File: config.mk
export PLATFORM = sky130hd
export DESIGN_NAME = typewriter_key_word_decoder_top
export DESIGN_NICKNAME = d
export VERILOG_FILES = /design/src/twkd_pkg.sv /design/src/typewriter_key_word_decoder_top.sv /design/src/twkd_cfg_regs.sv /design/src/twkd_decode.sv
export SDC_FILE = /design/constraint.sdc
export NUM_CORES = 1
export LEC_CHECK = 0
export CAP_MARGIN = 0
export CORE_AREA = 2 2 134 136
export DETAILED_ROUTE_END_ITERATION = 12
export DIE_AREA = 0 0 136 138
export DONT_BUFFER_PORTS = 1
export PLACE_DENSITY = 0.54
export SETUP_SLACK_MARGIN = 0.02
export SLEW_MARGIN = 20
export SYNTH_ARGS = -nofsm -noshare
export SYNTH_HDL_FRONTEND = slang
export SYNTH_SLANG_ARGS = --single-unit
File: constraint.sdc
create_clock -name clk -period 3.8 [get_ports clk]
set_input_delay 0.57 -clock clk [delete_from_list [all_inputs] [get_ports clk]]
set_output_delay 0.57 -clock clk [all_outputs]
set_load 0.005 [all_outputs]
File: src/twkd_pkg.sv
// ----------------------------------------------------------------------------
// twkd_pkg
// Shared types, codes and lookup tables of the keyboard bus word decoder.
// ----------------------------------------------------------------------------
package twkd_pkg;

  // Bus words that open and classify a command sequence
  localparam logic [8:0] CMD_START = 9'h121;
  localparam logic [8:0] SEQ_CHAR  = 9'h003;
  localparam logic [8:0] SEQ_VERT  = 9'h005;
  localparam logic [8:0] SEQ_HORIZ = 9'h006;
  localparam logic [8:0] SEQ_CODE  = 9'h00E;

  // Highest printwheel code that the table covers
  localparam logic [8:0] WHEEL_LAST = 9'd96;
  localparam int unsigned WHEEL_DEPTH = 97;

  localparam logic [7:0] CH_NONE = 8'h00;
  localparam logic [7:0] CH_BS   = 8'h08;
  localparam logic [7:0] CH_HT   = 8'h09;
  localparam logic [7:0] CH_CR   = 8'h0D;
  localparam logic [7:0] CH_SP   = 8'h20;

  localparam logic [7:0] SPC_RESET = 8'd10;
  localparam logic [4:0] LPL_RESET = 5'd16;

  typedef enum logic [1:0] {
    REG_SPACES_PER_CHAR = 2'd0,
    REG_LINES_PER_LINE  = 2'd1,
    REG_LOCAL_MODE      = 2'd2
  } cfg_reg_t;

  typedef enum logic [8:0] {
    ST_IDLE  = 9'b000000001,
    ST_CMD   = 9'b000000010,
    ST_CHAR1 = 9'b000000100,
    ST_CHAR2 = 9'b000001000,
    ST_VERT  = 9'b000010000,
    ST_HORIZ = 9'b000100000,
    ST_RIGHT = 9'b001000000,
    ST_LEFT  = 9'b010000000,
    ST_CODE  = 9'b100000000
  } seq_state_t;

  typedef struct packed {
    logic [7:0] spaces_per_char;
    logic [4:0] lines_per_line;
    logic       local_mode;
  } cfg_t;

  typedef struct packed {
    logic [7:0] key_char;
    logic       forward_vertical;
    logic [8:0] vertical_word;
  } result_t;

  localparam logic [7:0] WHEEL_ROM [WHEEL_DEPTH] = '{
    8'h20,8'h61,8'h6E,8'h72,8'h6D,8'h63,8'h73,8'h64,8'h68,8'h6C,8'h66,8'h6B,8'h2C,8'h56,
    8'h2D,8'h47,8'h55,8'h46,8'h42,8'h5A,8'h48,8'h50,8'h29,8'h52,8'h4C,8'h53,8'h4E,8'h43,
    8'h54,8'h44,8'h45,8'h49,8'h41,8'h4A,8'h4F,8'h28,8'h4D,8'h3E,8'h59,8'h3C,8'h2F,8'h57,
    8'h39,8'h4B,8'h33,8'h58,8'h31,8'h32,8'h30,8'h35,8'h34,8'h36,8'h38,8'h37,8'h2A,8'h24,
    8'h23,8'h25,8'h5E,8'h2B,8'h60,8'h40,8'h51,8'h26,8'h5D,8'h7D,8'h5C,8'h7C,8'h7E,8'h00,
    8'h00,8'h5B,8'h7B,8'h21,8'h3F,8'h22,8'h27,8'h3D,8'h3A,8'h5F,8'h3B,8'h78,8'h71,8'h76,
    8'h7A,8'h77,8'h6A,8'h2E,8'h79,8'h62,8'h67,8'h75,8'h70,8'h69,8'h74,8'h6F,8'h65
  };

  // Code-key combinations; Code+Erase gives the mode toggle 0xF0
  function automatic logic [7:0] code_key_char(input logic [6:0] key);
    logic [7:0] ch;
    case (key)
      7'h02:   ch = 8'h11;
      7'h04:   ch = 8'h01;
      7'h06:   ch = 8'h1A;
      7'h0A:   ch = 8'h17;
      7'h0C:   ch = 8'h13;
      7'h0E:   ch = 8'h18;
      7'h12:   ch = 8'h05;
      7'h14:   ch = 8'h04;
      7'h16:   ch = 8'h03;
      7'h1A:   ch = 8'h12;
      7'h1B:   ch = 8'h14;
      7'h1C:   ch = 8'h06;
      7'h1D:   ch = 8'h07;
      7'h1E:   ch = 8'h16;
      7'h1F:   ch = 8'h02;
      7'h22:   ch = 8'h15;
      7'h23:   ch = 8'h19;
      7'h24:   ch = 8'h0A;
      7'h25:   ch = 8'h08;
      7'h26:   ch = 8'h0D;
      7'h2A:   ch = 8'h09;
      7'h2C:   ch = 8'h0B;
      7'h32:   ch = 8'h0F;
      7'h34:   ch = 8'h0C;
      7'h3A:   ch = 8'h10;
      7'h48:   ch = 8'h1B;
      7'h4F:   ch = 8'hF0;
      7'h76:   ch = 8'h0E;
      default: ch = CH_NONE;
    endcase
    return ch;
  endfunction

endpackage

File: src/typewriter_key_word_decoder_top.sv
// ----------------------------------------------------------------------------
// typewriter_key_word_decoder_top
// Keyboard bus word decoder: tracks command sequences, emits one character
// (or 0) per word, flags vertical moves for pass-through in local mode.
//
//   channel | dir | handshake           | payload
//   in      | in  | in_valid/in_ready   | in_bus_word[8:0]
//   out     | out | out_valid/out_ready | out_key_char, out_forward_vertical,
//           |     |                     | out_vertical_word
//   cfg     | in  | cfg_valid/cfg_ready | cfg_index[1:0], cfg_data[7:0]
//
// One item per cycle while out_ready holds; input register, decode, result
// register. Decode is a single level of state-machine and table logic.
// Synchronous active-low reset clears sequence state and loads config defaults.
// Output stall holds the result register; the input register drains into it
// as soon as it frees up, so in_ready drops only while both are full.
// cfg_ready is always high.
// ----------------------------------------------------------------------------
module typewriter_key_word_decoder_top
  import twkd_pkg::*;
(
  input  logic       clk,
  input  logic       rst_n,
  input  logic       in_valid,
  output logic       in_ready,
  input  logic [8:0] in_bus_word,
  output logic       out_valid,
  input  logic       out_ready,
  output logic [7:0] out_key_char,
  output logic       out_forward_vertical,
  output logic [8:0] out_vertical_word,
  input  logic       cfg_valid,
  output logic       cfg_ready,
  input  logic [1:0] cfg_index,
  input  logic [7:0] cfg_data
);

  cfg_t    cfg_q;
  result_t dec_res;
  result_t res_r;
  logic       s1_valid_r, s1_valid_nxt;
  logic [8:0] s1_word_r;
  logic       out_valid_r, out_valid_nxt;
  logic       advance;
  logic       in_fire;

  assign cfg_ready = 1'b1;

  twkd_cfg_regs u_cfg (
    .clk      (clk),
    .rst_n    (rst_n),
    .wr_en    (cfg_valid & cfg_ready),
    .wr_index (cfg_index),
    .wr_data  (cfg_data),
    .cfg      (cfg_q)
  );

  twkd_decode u_dec (
    .clk     (clk),
    .rst_n   (rst_n),
    .advance (advance),
    .word    (s1_word_r),
    .cfg     (cfg_q),
    .res     (dec_res)
  );

  assign advance  = s1_valid_r && (!out_valid_r || out_ready);
  assign in_ready = !s1_valid_r || advance;
  assign in_fire  = in_valid && in_ready;

  always_comb begin
    s1_valid_nxt = s1_valid_r;
    if (in_fire)      s1_valid_nxt = 1'b1;
    else if (advance) s1_valid_nxt = 1'b0;

    out_valid_nxt = out_valid_r;
    if (advance)        out_valid_nxt = 1'b1;
    else if (out_ready) out_valid_nxt = 1'b0;
  end

  always_ff @(posedge clk) begin
    if (!rst_n) begin
      s1_valid_r  <= 1'b0;
      out_valid_r <= 1'b0;
    end else begin
      s1_valid_r  <= s1_valid_nxt;
      out_valid_r <= out_valid_nxt;
    end
  end

  always_ff @(posedge clk) begin
    if (in_fire) s1_word_r <= in_bus_word;
    if (advance) res_r     <= dec_res;
  end

  assign out_valid            = out_valid_r;
  assign out_key_char         = res_r.key_char;
  assign out_forward_vertical = res_r.forward_vertical;
  assign out_vertical_word    = res_r.vertical_word;

  a_ready_when_out_empty: assert property (@(posedge clk) disable iff (!rst_n)
    !out_valid_r |-> in_ready)
    else $error("input blocked while result register empty");

  a_stall_only_from_out: assert property (@(posedge clk) disable iff (!rst_n)
    !in_ready |-> (s1_valid_r && out_valid_r && !out_ready))
    else $error("input stalled without output backpressure");

  a_fwd_needs_local: assert property (@(posedge clk) disable iff (!rst_n)
    (out_valid_r && res_r.forward_vertical) |-> cfg_q.local_mode)
    else $error("vertical forward outside local mode");

  a_vword_zero: assert property (@(posedge clk) disable iff (!rst_n)
    (out_valid_r && !res_r.forward_vertical) |-> (res_r.vertical_word == 9'd0))
    else $error("vertical word set without forward flag");

endmodule

File: src/twkd_cfg_regs.sv
// ----------------------------------------------------------------------------
// twkd_cfg_regs
// Configuration register file: pitch, line height and local mode.
// ----------------------------------------------------------------------------
module twkd_cfg_regs
  import twkd_pkg::*;
(
  input  logic       clk,
  input  logic       rst_n,
  input  logic       wr_en,
  input  logic [1:0] wr_index,
  input  logic [7:0] wr_data,
  output cfg_t       cfg
);

  cfg_t cfg_r;
  cfg_t cfg_nxt;

  always_comb begin
    cfg_nxt = cfg_r;
    if (wr_en) begin
      case (cfg_reg_t'(wr_index))
        REG_SPACES_PER_CHAR: cfg_nxt.spaces_per_char = wr_data;
        REG_LINES_PER_LINE:  cfg_nxt.lines_per_line  = wr_data[4:0];
        REG_LOCAL_MODE:      cfg_nxt.local_mode      = wr_data[0];
        default:             cfg_nxt = cfg_r;
      endcase
    end
  end

  always_ff @(posedge clk) begin
    if (!rst_n) begin
      cfg_r.spaces_per_char <= SPC_RESET;
      cfg_r.lines_per_line  <= LPL_RESET;
      cfg_r.local_mode      <= 1'b0;
    end else begin
      cfg_r <= cfg_nxt;
    end
  end

  assign cfg = cfg_r;

endmodule

File: src/twkd_decode.sv
// ----------------------------------------------------------------------------
// twkd_decode
// Sequence tracker and per-word character decode.
// ----------------------------------------------------------------------------
module twkd_decode
  import twkd_pkg::*;
(
  input  logic       clk,
  input  logic       rst_n,
  input  logic       advance,
  input  logic [8:0] word,
  input  cfg_t       cfg,
  output result_t    res
);

  seq_state_t state_r, state_nxt;
  logic [8:0] prev_r;
  logic [11:0] spc_ext;
  logic [11:0] spc_x10;
  logic [11:0] word_ext;

  assign spc_ext  = {4'b0, cfg.spaces_per_char};
  assign spc_x10  = (spc_ext << 3) + (spc_ext << 1);
  assign word_ext = {3'b0, word};

  always_comb begin
    state_nxt = ST_IDLE;
    res       = '0;
    case (state_r)
      ST_IDLE: begin
        if (word == CMD_START) state_nxt = ST_CMD;
      end
      ST_CMD: begin
        if (word == SEQ_CHAR)       state_nxt = ST_CHAR1;
        else if (word == SEQ_VERT)  state_nxt = ST_VERT;
        else if (word == SEQ_HORIZ) state_nxt = ST_HORIZ;
        else if (word == SEQ_CODE)  state_nxt = ST_CODE;
      end
      ST_CHAR1: state_nxt = ST_CHAR2;
      ST_CHAR2: begin
        // printwheel code arrived one word earlier
        if (prev_r <= WHEEL_LAST) res.key_char = WHEEL_ROM[prev_r[6:0]];
      end
      ST_VERT: begin
        if (word[4:0] == cfg.lines_per_line && word[7]) res.key_char = CH_CR;
        if (cfg.local_mode) begin
          res.forward_vertical = 1'b1;
          res.vertical_word    = word;
        end
      end
      ST_HORIZ: state_nxt = word[7] ? ST_RIGHT : ST_LEFT;
      ST_RIGHT: begin
        if (word_ext > spc_ext && word_ext < spc_x10) res.key_char = CH_HT;
        else if (word_ext == spc_ext)                 res.key_char = CH_SP;
      end
      ST_LEFT: begin
        if (word_ext == spc_ext) res.key_char = CH_BS;
      end
      ST_CODE: res.key_char = code_key_char(word[6:0]);
      default: state_nxt = ST_IDLE;
    endcase
  end

  always_ff @(posedge clk) begin
    if (!rst_n) begin
      state_r <= ST_IDLE;
      prev_r  <= '0;
    end else if (advance) begin
      state_r <= state_nxt;
      prev_r  <= word;
    end
  end

endmodule

# Yosys cells after proc, flatten, opt, wreduce, memory -nomap -nowiden
# Memories as Yosys holds them, arrays and structs flattened. A register that Yosys moved wholly into a read port is not among the register bits.
# Cells that the tools add are included.
word_totals:
  n_memories: 2
  romBits: 2048
  elab_cells: 73
  input_bits: 24
  register_bits: 61
classes:
  n_addsub: 1
  n_reduce_logical: 15
  magnitude_cmp: 4
  n_bitwise: 1
  eq_ne: 18
  n_mux: 21
memory_table:
  columns: ["name", "words", "word_bits", "read_ports", "rd_clocked_by_memory_dff", "wr", "line_no", "source"]
  rows:
  - ["(name not given)", 128, 8, 1, 0, 0, "twkd_decode.sv:42", "if (prev_r <= WHEEL_LAST) res.key_char = WHEEL_ROM[prev_r[6:0]];"]
  - ["(name not given)", 128, 8, 1, 1, 0, "twkd_pkg.sv:70", "case (key)"]
op_table:
  columns: ["operator", "n"]
  rows:
  - ["$mux W8", 5]
  - ["$pmux W8 S5", 1]
  - ["$mux W9", 4]
  - ["$pmux W9 S4", 1]
  - ["$eq A9 B3 Y1 const B", 3]
  - ["$eq A9 B2 Y1 const B", 2]
  - ["$eq A9 B4 Y1 const B", 2]
  - ["$eq A9 B9 Y1 const B", 2]
  - ["$add A11 B9 Y12", 1]
  - ["$lt A9 B12 Y1", 1]
  - ["$mux W10", 1]
  - ["$eq A9 B1 Y1 const B", 1]
  - ["$eq A9 B5 Y1 const B", 1]
  - ["$eq A9 B6 Y1 const B", 1]
  - ["$eq A9 B7 Y1 const B", 1]
  - ["$eq A9 B8 Y1", 1]
  - ["$eq A9 B8 Y1 const B", 1]
  - ["$gt A9 B8 Y1", 1]
  - ["$le A9 B7 Y1 const B", 1]
  - ["$ge A8 B8 Y1 const B", 1]
  - ["$mux W4", 2]
  - ["$not A7 Y8", 1]
  - ["$reduce_and A2 Y1", 4]
  - ["$mux W7", 1]
  - ["other kinds (11)", 20]

# Logic depth before layout (Yosys ltp)
depth:
  depth_word: 6
  mapped_depth: 14

# Hierarchy
# From an unflattened synthesis, not the netlist that was laid out.
unflattened:
  cells_unflattened: 551
  hier_area_um2: 4733.3
by_module_without_submodules:
  columns: ["module", "cells_per_inst", "area_each_um2", "n_inst"]
  rows:
  - ["twkd_decode", 453, 3224.3, 1]
  - ["typewriter_key_word_decoder_top", 38, 925.9, 1]
  - ["twkd_cfg_regs", 60, 583.1, 1]

# Worst setup path before layout
# No wires, ideal clock.
synth_timing:
  kind: "register to register"
  from: "reg u_cfg.cfg_r, in the netlist u_cfg.cfg[7]"
  to: "reg res_r, in the netlist out_key_char[0], data pin"
  arrival_time_ns: 2.492
  required_time_ns: 3.528
  setup_slack_ns: 1.036
  stages_incl_launch_ff: 13
  path_cell_list: "dfxtp_1 -> ha_1 -> a211oi_1 -> nor2_1 -> o31ai_1 -> a21bo_2 -> ha_1 -> nand3_1 -> o211a_1 -> o32ai_1 -> nand3_1 -> a41oi_1 -> o211ai_1"
synth_between:
  elab_chain_cells: 5
synth_rtl:
  columns: ["element", "line_no", "source"]
  rows:
  - ["start: declaration", "twkd_cfg_regs.sv:16", "cfg_t cfg_r;"]
  - ["start signal: assignment", "twkd_cfg_regs.sv:37", "cfg_r <= cfg_nxt;"]
  - ["$add A11 B9 Y12", "twkd_decode.sv:23", "assign spc_x10 = (spc_ext << 3) + (spc_ext << 1);"]
  - ["$lt A9 B12 Y1", "twkd_decode.sv:53", "if (word_ext > spc_ext && word_ext < spc_x10) res.key_char = CH_HT;"]
  - ["$logic_and A1 B1 Y1 (*)", "twkd_decode.sv:53", null]
  - ["$mux W8 (*)", "twkd_decode.sv:53", null]
  - ["$pmux W8 S5 (*)", "twkd_decode.sv:29", "case (state_r)"]
  - ["end signal: assignment", "typewriter_key_word_decoder_top.sv:93", "if (advance) res_r <= dec_res;"]
  - ["end: declaration", "typewriter_key_word_decoder_top.sv:40", "result_t res_r;"]
# Mark *: on every way between the ends. The rest lies on a longest branch, timed or not.
# A chain may end at the register's enable or synchronous reset.

# Worst setup path after layout
layout_timing:
  from: "reg u_cfg.cfg_r, in the netlist u_cfg.cfg[9]"
  to: "reg res_r, in the netlist out_key_char[0], data pin"
# The elaborated chain is that of the path after synthesis.

==> metrics.txt <==
Die Area=18770 um^2; Post-synth EDFFs=27; hold-fix buffers at CTS=0; worst reg-to-reg setup slack=0.60 ns; DIE HEIGHT=138 um; min-delay worst type=in2reg; CTS Buffer Depth=2; critical path, cell by cell=ha_1 -> a211oi_1 -> nor2_1 -> o31ai_1 -> a21bo_2 -> ha_1 -> nand3_1 -> o211a_1 -> o32ai_1 -> nand3_1 -> a41oi_1 -> o211ai_1; post-route ant nets=0; maxcap violations=0; Tightest Pin Transition=0.7941 ns; vias=4765; Post-route DRC=0; I/O pins=45; #FFs+latches synth=67; CTS buffer count=9; crit path kind=reg2reg; crit path capture type=register; Pwr per Cell Area=341.3 nW/um^2; Vias/cell=5.734; reg2reg path depth=12; All-Layer GR Usage=16.17%; H-tree depth=3; Post-DP HPWL=10960 um; Lkg Pwr=2.048 nW; sequential power share=42.7%; layout cell share with drive strength beyond 1=7.641%; hold wc startpoint=rst_n; slowest CP cell=dfxtp_1; Worst Hold End=u_cfg.cfg[5]; RR Endpoint=out_key_char[0]; post-layout min period=3.201 ns; routed wire length=15050 um; Resized cells post-CTS=0; fmax=312.4 MHz; status=finished, final reports clean; Post-Syn Nets=664; Critical Path Max Stage Delay=0.33 ns; GR Overflow Total=0; synth unique cells=79; clock sink total=67; Fillers=1872; # rows=49; endpoints failing setup=0; Setup Total Neg Slack=0 ns; Final Skew=0.007848 ns; Syn Inst Count=614; P&R area growth vs syn=9.510%; sequential area share after synthesis=31.41%; Int Pwr=1.370 mW; Clock Tree Root=clkbuf_16; initial antenna violation count=0; Yosys warning count=0; Reg clk slew, reported paths=0.06 ns; First DRT Iteration DRCs=434; final-report hold violation count=0; Main synth FF type=dfxtp_1; first-pass iteration count of the detailed router=5; peak supply drop=235.0 uV; CP Launch Type=register; met1 GRT Util=23.64%; Setup Buffers After CTS=0; required time of the critical path=3.86 ns; RSZ-0062 raised after global routing=false; Psw=0.5479 mW; Clk pwr share=39.7%; WP data arrival=3.26 ns; diode count=0; Post-Syn Area=5131 um^2; met3 Usage GRT=3.447%; sw frac=28.57%; syn_area_per_cell=8.357 um^2; Final Util=32.05%; met2 Track Usage GR=23.67%; TritonCTS clock tree=yes; vias in the first global route=4511; largest net degree at the start of global routing=42; port bufs=0; final clock period utilization by the worst path=84.23%; FF-to-FF Start=u_cfg.cfg[9]; delay-heaviest family, CP=compound AO/OA/AOI/OAI gates; hold path cells=1; Worst-Skew Late Latency=0.33 ns; Worst Path Buf+Inv=0; Worst slew margin=46.99%; Final Wtd Congestion=0.8988; DR WL/cell=18.10 um; die width=136 um; core box area=17530 um^2; Final #Nets=647; worst-path maximum fanout=3; GRT Max-Usage Layer=met2; Gate power share=17.5%; max-slew violations=0; asr flop ratio synth=0%; first-pass GRT wire length=24180 um; starting density of the core=29.26%
==> flip-flops by register name (all words and copies together) (netlist names), named ones only <==
register              cells
u_dec.state_r             9
s1_valid_r                1
out_valid                 1
u_dec.prev_r              9
s1_word_r                 9
u_cfg.cfg                14
out_vertical_word         9
out_key_char              8
out_forward_vertical      1
==> layout by cell type (no fill, tap or decap), types with 5 or more instances in the layout <==
cell type  instances
o211a_1            7
nand2b_1          18
clkbuf_16          9
nand2_1           64
a31oi_1            7
or3_1              5
xor2_1             6
dfxtp_1           40
a211oi_1          14
nand3_1           20
edfxtp_1          27
nand4b_1           7
a21oi_1           31
nor2_1            38
o211ai_1          12
ha_1              25
nand4_1            5
nand3b_1           6
nor3b_1            6
o2111ai_1          6
and2_1            13
a21boi_0          15
inv_1             22
buf_4             13
mux2i_1           15
o21ai_0           27
nor2b_1           24
a21o_1             5
nor3_1             8
==> worst register-to-register path, delay by kind of cell, from the launching register on <==
kind,cells,cell delay (ns)
AOI/OAI and AO/OA,7,1.67
adders and majority gates,2,0.59
and+or+nand+nor,3,0.35
DFF,1,0.33
==> worst max path at each step <==
stage | startpoint | end | slack [ns] | cells after the start
after floorplan | u_cfg.cfg[7] | out_key_char[0] | 1.04 | 12
after global routing | u_cfg.cfg[6] | out_key_char[0] | 0.36 | 14
after detailed placement | u_cfg.cfg[7] | out_key_char[0] | 0.64 | 12
final | u_cfg.cfg[9] | out_key_char[0] | 0.60 | 12
after global placement | u_cfg.cfg[6] | out_key_char[0] | 0.80 | 14
after CTS | u_cfg.cfg[7] | out_key_char[0] | 0.64 | 12
==> cell families after synthesis <==
logic type,count (synthesis),synth area share (%)
other cells,1,0.07308
xor+xnor,10,1.707
flops,67,31.41
mux,20,4.243
buf+inv,66,5.121
compound gates,176,24.36
fa+ha+maj,29,7.071
simple gates,245,26.02
==> Yosys cell counts (7+ instances only) <==
master     n  area, um^2
a21oi_1   31       155.2
a21boi_0  15       112.6
nor2_1    38       142.6
nand3_1   20       100.1
nand2_1   64       240.2
dfxtp_1   40       800.8
nor2b_1   24       150.1
a31oi_1    7       43.79
ha_1      25       312.8
edfxtp_1  27       810.8
and2_1    13       81.33
o21ai_0   27       135.1
mux2i_1   15       150.1
clkbuf_1  32       120.1
nand2b_1  18       112.6
nand4b_1   7       61.31
o211a_1    7       70.07
nor3_1     8       40.04
a211oi_1  14       105.1
inv_1     22       82.58
o211ai_1  12       90.09
==> layout make-up <==
type	instances	area [um^2]	share of cell area, %
tap	229	286.5	5.099
sequential	67	1612	28.68
timing repair buffer	13	97.59	1.737
multi-input combinational	481	3257	57.96
inverter	25	93.84	1.670
clock inverter	5	30.03	0.5344
clock buffer	11	242.7	4.320
==> power groups by stage <==
stage	clock network, mW	registers (mW)	logic (mW)
2_1_floorplan	0	0.815	0.264
3_3_place_gp	0	0.833	0.324
3_5_place_dp	0	0.834	0.329
4_1_cts	0.776	0.819	0.330
5_1_grt	0.812	0.824	0.372
6_report	0.762	0.820	0.336
==> through the flow <==
stage                     area, um^2  total power, mW  worst slack [ns]  instances  hold WS [ns]
final                           5619            1.918            0.5991        831        0.3165
after global routing            5619            2.009            0.3597        831        0.2934
after detailed placement        5346            1.163            0.6399        815        0.4706
after global placement          5346            1.157            0.7961        815        0.4644
after floorplan                 5131            1.079             1.036        614        0.4433
after CTS                       5619            1.925            0.6367        831        0.3006
==> routing by layer <==
metal | part of all wire [%] | wire, um
met5 | 0 | 0
met4 | 1.5 | 231
met3 | 5.9 | 888
met2 | 44 | 6618
met1 | 49 | 7306
Note: power is estimated with default switching activity, not from simulation.
